### config.mk
export PLATFORM = sky130hd
export DESIGN_NAME = sorted_wake_timer_queue
export DESIGN_NICKNAME = d
export VERILOG_FILES = /design/src/hw/rtl/swtq_pkg.sv /design/src/hw/rtl/swtq_div.sv /design/src/hw/rtl/sorted_wake_timer_queue.sv
export SDC_FILE = /design/constraint.sdc
export NUM_CORES = 2
export LEC_CHECK = 0
export ABC_CLOCK_PERIOD_IN_PS = 30400
export BUFFER_PORTS_ARGS = -buffer_cell sky130_fd_sc_hd__buf_2
export CAP_MARGIN = 0
export CORE_MARGIN = 2
export CORE_UTILIZATION = 62
export CTS_CLUSTER_SIZE = 12
export DETAILED_ROUTE_END_ITERATION = 8
export PLACE_DENSITY = 0.79
export SYNTH_ARGS = -nofsm -noshare
export SYNTH_HDL_FRONTEND = slang
export SYNTH_SLANG_ARGS = --single-unit
### constraint.sdc
create_clock -name clk -period 30.4 [get_ports clk]
set_input_delay 1.52 -clock clk [delete_from_list [all_inputs] [get_ports clk]]
set_output_delay 1.52 -clock clk [all_outputs]
set_load 0.01 [all_outputs]
### src/hw/rtl/swtq_pkg.sv
package swtq_pkg;

  typedef enum logic [1:0] {
    OP_INSERT = 2'd0,
    OP_UNWAIT = 2'd1,
    OP_QUERY  = 2'd2,
    OP_TICK   = 2'd3
  } op_t;

  typedef enum logic [1:0] {
    KIND_ACK   = 2'd0,
    KIND_WOKEN = 2'd1,
    KIND_QUERY = 2'd2,
    KIND_TICK  = 2'd3
  } kind_t;

  localparam logic [1:0] REG_MS_PER_TICK = 2'd0;
  localparam logic [1:0] REG_RECAL       = 2'd1;
  localparam logic [1:0] REG_HPET_EN     = 2'd2;

  localparam int NsPerMs = 1000000;

  // result item, kind in the low bits
  typedef struct packed {
    logic        last;
    logic [63:0] now_ms;
    logic        queue_full;
    logic        timed_out;
    logic [15:0] woken_task;
    kind_t       kind;
  } result_t;

  typedef struct packed {
    logic        start;
    logic [63:0] dividend;
  } div_req_t;

  typedef struct packed {
    logic        busy;
    logic        done;
    logic [63:0] quotient;
  } div_rsp_t;

endpackage

### src/hw/rtl/swtq_div.sv
// divide by one million, one byte of dividend at a time, by reciprocal multiply
module swtq_div (
  input  logic               clk,
  input  logic               rst,
  input  swtq_pkg::div_req_t req,
  output swtq_pkg::div_rsp_t rsp
);
  import swtq_pkg::*;

  localparam logic [19:0] Divisor = 20'(NsPerMs);
  // 2^48 / 1e6 rounded up, exact for every 28-bit partial dividend
  localparam logic [28:0] Recip = 29'd281474977;

  logic [63:0] src;
  logic [63:0] quo;
  logic [19:0] rem;
  logic [27:0] part;
  logic [7:0]  qd;
  logic [2:0]  cnt;
  logic        phase;
  logic        busy;
  logic        done;
  logic [56:0] prod;
  logic [27:0] back;

  // partial dividend is the running remainder with the next byte appended
  assign prod = 57'({rem, src[63:56]}) * 57'(Recip);
  assign back = 28'(qd) * 28'(Divisor);

  always_ff @(posedge clk) begin
    if (rst) begin
      busy  <= 1'b0;
      done  <= 1'b0;
      cnt   <= '0;
      phase <= 1'b0;
    end else begin
      done <= 1'b0;
      if (req.start) begin
        busy  <= 1'b1;
        src   <= req.dividend;
        quo   <= '0;
        rem   <= '0;
        cnt   <= 3'd7;
        phase <= 1'b0;
      end else if (busy) begin
        if (!phase) begin
          part  <= {rem, src[63:56]};
          qd    <= prod[55:48];
          phase <= 1'b1;
        end else begin
          rem   <= part[19:0] - back[19:0];
          quo   <= {quo[55:0], qd};
          src   <= {src[55:0], 8'd0};
          cnt   <= cnt - 3'd1;
          phase <= 1'b0;
          if (cnt == 3'd0) begin
            busy <= 1'b0;
            done <= 1'b1;
          end
        end
      end
    end
  end

  assign rsp.busy     = busy;
  assign rsp.done     = done;
  assign rsp.quotient = quo;

  a_done_after_busy: assert property (@(posedge clk) disable iff (rst)
    rsp.done |-> $past(busy)) else $error("divider done without work");
  a_no_restart: assert property (@(posedge clk) disable iff (rst)
    busy && !(phase && cnt == 3'd0) |=> busy) else $error("divider stopped early");
  a_rem_bound: assert property (@(posedge clk) disable iff (rst)
    busy |-> rem < Divisor) else $error("remainder out of range");

endmodule

### src/hw/rtl/sorted_wake_timer_queue.sv
// Sorted wake-timer queue: a millisecond clock plus up to CAPACITY waiters held
// in wake-time order in a slot memory walked slot by slot by a single
// compare/move sequencer. Unwait moves the later slots down for each entry it
// removes. Recalibration on a tick runs the byte-wise reciprocal divide by one
// million. Results leave through a one-item output register, and the input
// stays blocked until the last result has left. A tick emits each woken task
// (kind 1) and then a tick-done item; tlast marks the final result.
module sorted_wake_timer_queue #(
  parameter int CAPACITY = 16
) (
  input  logic         clk,
  input  logic         rst,
  input  logic         cfg_we,
  input  logic [1:0]   cfg_index,
  input  logic [15:0]  cfg_data,
  input  logic         s_tvalid,
  output logic         s_tready,
  // opcode[1:0], task_id[17:2], wake_time[81:18], hpet_nanos[145:82], zero fill
  input  logic [151:0] s_tdata,
  output logic         m_tvalid,
  input  logic         m_tready,
  // kind[1:0], woken_task[17:2], timed_out[18], queue_full[19], now_ms[83:20]
  output logic [87:0]  m_tdata,
  output logic         m_tlast
);
  import swtq_pkg::*;

  localparam int IdxW = (CAPACITY > 1) ? $clog2(CAPACITY) : 1;
  localparam int CntW = $clog2(CAPACITY + 1);

  typedef enum logic [3:0] {
    ST_IDLE, ST_FIND, ST_SHIFT_RD, ST_SHIFT_WR, ST_PUT, ST_SCAN, ST_DROP_RD,
    ST_DROP_WR, ST_TICK, ST_DIV, ST_HEAD, ST_HEAD_CHK, ST_EMIT
  } state_t;

  logic [63:0] mem_wake [CAPACITY];
  logic [15:0] mem_task [CAPACITY];

  logic [9:0]  ms_per_tick;
  logic [15:0] recal_interval_ms;
  logic        hpet_enable;

  state_t      state;
  op_t         op;
  logic [15:0] task_id;
  logic [63:0] wake;
  logic [63:0] nanos;
  logic [CntW-1:0] count;
  logic [CntW-1:0] idx;
  logic [CntW-1:0] pos;
  logic [63:0] clock_ms;
  logic [63:0] last_nanos;
  logic [63:0] last_recal_ms;
  logic        found;
  logic        after_tick;

  logic        rd_en;
  logic [IdxW-1:0] rd_addr;
  logic [63:0] rd_wake;
  logic [15:0] rd_task;
  logic        wr_en;
  logic [IdxW-1:0] wr_addr;
  logic [63:0] wr_wake;
  logic [15:0] wr_task;

  div_req_t    dreq;
  div_rsp_t    drsp;
  logic [63:0] elapsed_ms;

  result_t     res;
  logic        out_valid;
  logic        res_put;
  logic        res_taken;
  logic [63:0] tick_clock;

  swtq_div u_div (.clk(clk), .rst(rst), .req(dreq), .rsp(drsp));

  assign elapsed_ms = drsp.quotient;
  assign tick_clock = clock_ms + 64'(ms_per_tick);

  // output register is full while more results were loaded than taken
  assign out_valid = res_put ^ res_taken;

  always_ff @(posedge clk) begin
    if (wr_en) begin
      mem_wake[wr_addr] <= wr_wake;
      mem_task[wr_addr] <= wr_task;
    end
    if (rd_en) begin
      rd_wake <= mem_wake[rd_addr];
      rd_task <= mem_task[rd_addr];
    end
  end

  always_ff @(posedge clk) begin
    if (rst) begin
      ms_per_tick       <= 10'd1;
      recal_interval_ms <= 16'd1000;
      hpet_enable       <= 1'b0;
    end else if (cfg_we) begin
      unique case (cfg_index)
        REG_MS_PER_TICK: ms_per_tick <= cfg_data[9:0];
        REG_RECAL:       recal_interval_ms <= cfg_data;
        REG_HPET_EN:     hpet_enable <= cfg_data[0];
        default: ;
      endcase
    end
  end

  always_ff @(posedge clk) begin
    if (rst) begin
      res_taken <= 1'b0;
    end else if (out_valid && m_tready) begin
      res_taken <= ~res_taken;
    end
  end

  assign s_tready = (state == ST_IDLE) && !out_valid;

  // memory port and divider start control
  always_comb begin
    rd_en   = 1'b0;
    rd_addr = idx[IdxW-1:0];
    wr_en   = 1'b0;
    wr_addr = idx[IdxW-1:0];
    wr_wake = wake;
    wr_task = task_id;
    dreq.start    = 1'b0;
    dreq.dividend = nanos - last_nanos;
    unique case (state)
      ST_FIND, ST_SCAN, ST_HEAD: rd_en = idx < count;
      ST_SHIFT_RD: begin
        rd_en   = 1'b1;
        rd_addr = IdxW'(idx - CntW'(1));
      end
      ST_SHIFT_WR: wr_en = 1'b1;
      ST_DROP_RD: begin
        rd_en   = 1'b1;
        rd_addr = IdxW'(idx + CntW'(1));
      end
      ST_DROP_WR: begin
        wr_en   = 1'b1;
        wr_wake = rd_wake;
        wr_task = rd_task;
      end
      ST_PUT: begin
        wr_en   = 1'b1;
        wr_addr = pos[IdxW-1:0];
      end
      ST_TICK: dreq.start = hpet_enable &&
          (tick_clock - last_recal_ms > 64'(recal_interval_ms));
      default: ;
    endcase
    if (state == ST_SHIFT_WR) begin
      wr_wake = rd_wake;
      wr_task = rd_task;
    end
  end

  always_ff @(posedge clk) begin
    if (rst) begin
      state         <= ST_IDLE;
      count         <= '0;
      clock_ms      <= '0;
      last_nanos    <= '0;
      last_recal_ms <= '0;
      res_put       <= 1'b0;
      idx           <= '0;
      after_tick    <= 1'b0;
    end else begin
      unique case (state)
        ST_IDLE: begin
          if (s_tvalid && s_tready) begin
            op      <= op_t'(s_tdata[1:0]);
            task_id <= s_tdata[17:2];
            wake    <= s_tdata[81:18];
            nanos   <= s_tdata[145:82];
            idx     <= '0;
            found   <= 1'b0;
            unique case (op_t'(s_tdata[1:0]))
              OP_INSERT: state <= ST_FIND;
              OP_UNWAIT, OP_QUERY: state <= ST_SCAN;
              OP_TICK: state <= ST_TICK;
              default: state <= ST_IDLE;
            endcase
          end
        end
        // read slot idx; data arrives next cycle in ST_FIND with flag
        ST_FIND: begin
          if (count == CntW'(CAPACITY)) begin
            res <= '{last: 1'b1, now_ms: clock_ms, queue_full: 1'b1,
                     timed_out: 1'b0, woken_task: '0, kind: KIND_ACK};
            res_put <= ~res_put;
            state   <= ST_IDLE;
          end else if (found && rd_wake > wake) begin
            // position is idx-1, shift tail from end
            pos   <= idx - CntW'(1);
            idx   <= count;
            found <= 1'b0;
            state <= (count > idx - CntW'(1)) ? ST_SHIFT_RD : ST_PUT;
          end else if (idx >= count) begin
            pos   <= count;
            state <= ST_PUT;
          end else begin
            found <= 1'b1;
            idx   <= idx + CntW'(1);
          end
        end
        ST_SHIFT_RD: state <= ST_SHIFT_WR;
        ST_SHIFT_WR: begin
          idx   <= idx - CntW'(1);
          state <= (idx - CntW'(1) > pos) ? ST_SHIFT_RD : ST_PUT;
        end
        ST_PUT: begin
          count <= count + CntW'(1);
          res <= '{last: 1'b1, now_ms: clock_ms, queue_full: 1'b0,
                   timed_out: 1'b0, woken_task: '0, kind: KIND_ACK};
          res_put <= ~res_put;
          state   <= ST_IDLE;
        end
        // found flags that rd data of idx-1 is valid
        ST_SCAN: begin
          if (found) begin
            found <= 1'b0;
            if (op == OP_UNWAIT && rd_task == task_id) begin
              idx   <= idx - CntW'(1);
              pos   <= idx - CntW'(1);
              state <= (idx < count) ? ST_DROP_RD : ST_DROP_WR;
            end else if (op == OP_QUERY && rd_task == task_id && clock_ms < rd_wake) begin
              res <= '{last: 1'b1, now_ms: clock_ms, queue_full: 1'b0,
                       timed_out: 1'b0, woken_task: '0, kind: KIND_QUERY};
              res_put <= ~res_put;
              state   <= ST_IDLE;
            end
          end else if (idx >= count) begin
            res <= '{last: 1'b1, now_ms: clock_ms, queue_full: 1'b0,
                     timed_out: op == OP_QUERY,  woken_task: '0,
                     kind: (op == OP_QUERY) ? KIND_QUERY : KIND_ACK};
            res_put <= ~res_put;
            state   <= ST_IDLE;
          end else begin
            found <= 1'b1;
            idx   <= idx + CntW'(1);
          end
        end
        // shift slots idx+1.. down by one, then shrink the list
        ST_DROP_RD: state <= ST_DROP_WR;
        ST_DROP_WR: begin
          if (idx + CntW'(1) < count - CntW'(1) || (idx + CntW'(1) < count && 1'b0)) begin
            idx   <= idx + CntW'(1);
            state <= ST_DROP_RD;
          end else begin
            count <= count - CntW'(1);
            idx   <= pos;
            found <= 1'b0;
            state <= after_tick ? ST_HEAD : ST_SCAN;
          end
        end
        ST_TICK: begin
          clock_ms   <= tick_clock;
          after_tick <= 1'b1;
          state      <= dreq.start ? ST_DIV : ST_HEAD;
          idx        <= '0;
        end
        ST_DIV: if (drsp.done) begin
          clock_ms      <= last_recal_ms + elapsed_ms;
          last_recal_ms <= last_recal_ms + elapsed_ms;
          last_nanos    <= nanos;
          state         <= ST_HEAD;
        end
        ST_HEAD: state <= ST_HEAD_CHK;
        ST_HEAD_CHK: begin
          if (!out_valid || m_tready) begin
            if (count != '0 && clock_ms >= rd_wake) begin
              res <= '{last: 1'b0, now_ms: clock_ms, queue_full: 1'b0,
                       timed_out: 1'b0, woken_task: rd_task, kind: KIND_WOKEN};
              res_put <= ~res_put;
              idx   <= '0;
              pos   <= '0;
              state <= (count > CntW'(1)) ? ST_DROP_RD : ST_DROP_WR;
            end else begin
              res <= '{last: 1'b1, now_ms: clock_ms, queue_full: 1'b0,
                       timed_out: 1'b0, woken_task: '0, kind: KIND_TICK};
              res_put    <= ~res_put;
              after_tick <= 1'b0;
              state      <= ST_IDLE;
            end
          end
        end
        default: state <= ST_IDLE;
      endcase
    end
  end

  assign m_tvalid = out_valid;
  assign m_tlast  = res.last;
  assign m_tdata  = {4'b0, res.now_ms, res.queue_full, res.timed_out,
                     res.woken_task, res.kind};

  a_count_bound: assert property (@(posedge clk) disable iff (rst)
    count <= CntW'(CAPACITY)) else $error("entry count overflow");
  a_ready_idle: assert property (@(posedge clk) disable iff (rst)
    s_tready |-> state == ST_IDLE) else $error("ready outside idle");
  a_hold: assert property (@(posedge clk) disable iff (rst)
    out_valid && !m_tready |=> out_valid && $stable(res))
    else $error("result lost while stalled");

endmodule

==> flow_summary.json <==
{
  "p_int_mw": 5.59,
  "p_sw_share_pct": 32.4,
  "grt_pass1_wl_mm": 454,
  "cts_resized": 0,
  "arrival_ps": 11230,
  "synth_top_family_by_area": "adder cells",
  "synth-xor-area-share_pct": 2.27,
  "fill_cells": 11375,
  "initial_core_util_pct": 62.6,
  "grt_max_degree": 161,
  "regToRegStartpoint": "clock_ms[0]",
  "h-tree-depth": 4,
  "comb_power_share_pct": 30.4,
  "required_ps": 30990,
  "cts_sinks": 2015,
  "cts_inserted_buffers": 204,
  "drt_pass1_iterations": 6,
  "ys_async_sr_fraction_pct": 0,
  "seq_area_sq_um": 58100,
  "synth_compound_area_share_pct": 9.78,
  "synth_ff_type": "edfxtp_1",
  "synth-edff-count": 1773,
  "wl_per_cell_um": 28.1,
  "tightest_slew_ps": 1300,
  "ys_ff_latch": 2015,
  "yosysSeqAreaShare_pct": 54.6,
  "clkTransAtPathRegs_ps": 60,
  "multi_input_area_sq_um": 44200,
  "root_buffer": "clkbuf_16",
  "stdcell_area_sq_um": 117000,
  "yosysUniqueCellTypes": 100,
  "viasPerCell": 6.57,
  "met1_usage_pct": 46.5,
  "overflow": 0,
  "grt_setup_unrepaired": "false",
  "cts_hold_buf": 0,
  "dp_slack_ps": 20090,
  "max_freq_mhz": 94.0,
  "drtIter0Drc": 8868,
  "grtUsageMet2_pct": 56.0,
  "io_pins": 266,
  "grt_antenna_before_repair": 18,
  "period_needed_ps": 10640,
  "relSlewSlack_pct": 13.0,
  "avgSynthCellArea_sq_um": 12.8,
  "drt-total-wl_mm": 306,
  "synth.mux.area_fraction_pct": 7.71,
  "synthTopCellsByCount": "edfxtp_1, nand2_1, inv_1",
  "place_area_sq_um": 110000,
  "grtUsageMet3_pct": 5.91,
  "route.detailed.drc": 0,
  "yosysWarnings": 0,
  "synthSimpleGateAreaFrac_pct": 8.34,
  "grt_pass1_vias": 72101,
  "worstHoldStart": "last_nanos[58]",
  "grt_use_total_pct": 35.1,
  "synthAdderAreaFrac_pct": 13.2,
  "postLayoutSetupSlackWorst_ps": 19760,
  "final_layout_size_suffix_gt1_share_pct": 12.9,
  "status": "complete, no violations",
  "vias": 71676,
  "clk_path_buf_depth": 3,
  "finalCritPeriodShare_pct": 35.0,
  "cts_tree": "done",
  "area.growth.synth_to_final_pct": 9.64,
  "critical_path.slowest_cell": "a211oi_1",
  "synth_top_cell_by_area": "edfxtp_1",
  "setup.worst_path.class": "reg2reg",
  "gp_congestion": 0.993,
  "busiest_layer": "met2",
  "cp-startpoint": "clock_ms[0]",
  "hold_viol": 0,
  "syn_area_sq_um": 106000,
  "drtAntennaViolNets": 0,
  "rows": 151,
  "clkLatencyLatePin_ps": 860,
  "max_stage_delay_ps": 920,
  "core_sq_um": 170000,
  "critPathCaptureType": "register",
  "cp-start-kind": "register",
  "ir_drop_v": 0.0000675,
  "synth_top_area_share_pct": 50.1,
  "synthCells": 8302,
  "p_per_area_nw_per_um2": 71.0,
  "io_buffers": 255,
  "skew_ps": 76.2,
  "finalSetupViolations": 0,
  "p_leak_nw": 44.6,
  "whs_ps": 455,
  "drv_slew": 0,
  "seqPwrFrac_pct": 40.6,
  "netlist_top_cells_area": "edfxtp_1, ha_1, mux4_2, fa_1, dfxtp_1",
  "fp.dieW_um": 418,
  "synth_most_common_cell": "edfxtp_1",
  "clkPwrFrac_pct": 29.0,
  "drv_cap": 0,
  "die_h_um": 418,
  "dieArea_sq_um": 175000,
  "cts_setup_buffers": 0,
  "tns_ps": 0,
  "path_max_fanout": 77,
  "hpwl_mm": 195,
  "power_switching_mw": 2.68,
  "cpMostUsedCell": "o21ai_0",
  "finalNetCount": 9687,
  "hp-class": "reg2reg"
}
logic make-up after synthesis:
kind of cell | Yosys count
AOI/OAI and AO/OA | 1626
xor gates and xnor gates | 276
adders and majority gates | 956
buffers and inverters | 1119
DFF | 2015
muxes | 408
other | 1
and+or+nand+nor | 1901
cell type report:
class | count | share of cell area, %
diodes | 14 | 0.0301
clock buffers | 268 | 4.72
clock inverters | 57 | 0.599
inverters | 766 | 2.47
multi-input cells | 5171 | 37.9
flip-flops and latches | 2015 | 49.8
well taps | 2218 | 2.38
repair buffers | 398 | 2.07
critical path: cells and delay by family, from the launching register on:
| family | cells | cell delay, ps |
|---|---|---|
| adders and majority gates | 3 | 1080 |
| AOI/OAI and AO/OA | 14 | 4410 |
| xor gates and xnor gates | 1 | 450 |
| and+or+nand+nor | 6 | 1620 |
| muxes | 1 | 420 |
| buffers and inverters | 4 | 1810 |
| DFF | 1 | 510 |
state kept, by name (all words and copies together) (netlist names), 16 cells and up:
register / flops
last_nanos: 64
u_div.rem: 20
task_id: 16
clock_ms: 64
wake: 64
u_div.quo: 64
recal_interval_ms: 16
mem_wake: 1024
u_div.part: 20
u_div.src: 64
m_tdata: 84
rd_task: 16
mem_task: 256
nanos: 64
rd_wake: 64
last_recal_ms: 64
power by group through the flow:
stage               sequential, mW  combinational, mW  clock (mW)
floorplan                     3.38               1.77           0
global placement              3.40               2.38           0
detailed placement            3.41               2.43           0
CTS                           3.35               2.49        2.41
global route                  3.36               2.70        2.50
finish                        3.36               2.52        2.40
layer usage:
metal / up-vias / part of all wire (%)
li1: 31065 / -
met1: 35255 / 37
met2: 4445 / 47
met3: 905 / 9.8
met4: 6 / 5.7
met5: - / 0.010
through the flow:
stage / total power [mW] / utilization (%) / instances
2_1_floorplan: 5.15 / - / 8305
3_3_place_gp: 5.78 / 64.9 / 10567
3_5_place_dp: 5.83 / 64.9 / 10567
4_1_cts: 8.25 / 68.6 / 10892
5_1_grt: 8.56 / 68.6 / 10901
6_report: 8.27 / 68.6 / 10907
placed cells by master (no fill, tap or decap), types with 29 or more instances in the layout:
master / Yosys / final
mux2_2: 44 / 44
nand4_1: 94 / 94
a21oi_1: 479 / 477
buf_2: 33 / 254
dfxtp_1: 242 / 242
nor3_1: 80 / 79
nand3_1: 84 / 83
clkbuf_16: 0 / 209
edfxtp_1: 1773 / 1773
a311oi_1: 30 / 30
xnor2_1: 180 / 178
a21o_1: 182 / 182
inv_1: 764 / 764
a31oi_1: 141 / 141
buf_4: 9 / 139
xor2_1: 96 / 96
clkbuf_1: 262 / 54
o21ai_0: 295 / 282
o211ai_1: 35 / 35
nand2b_1: 29 / 29
and2_1: 184 / 183
nor2_1: 356 / 336
o21a_1: 41 / 40
o21bai_1: 29 / 29
nand2_1: 838 / 836
a211oi_1: 139 / 138
fa_1: 272 / 272
and3_1: 53 / 53
mux2i_1: 31 / 31
mux4_2: 320 / 320
nor2b_1: 53 / 53
ha_1: 684 / 684
worst paths after layout:
path                            cells past startpoint        endpoint  slack [ps]
worst min register to register                      2  last_nanos[58]         450
worst max register to register                     29   u_div.src[47]       19760
worst max-delay path                               29   u_div.src[47]       19760
worst min-delay path                                2  last_nanos[58]         450
No activity file was read; power rests on OpenSTA's default activity.
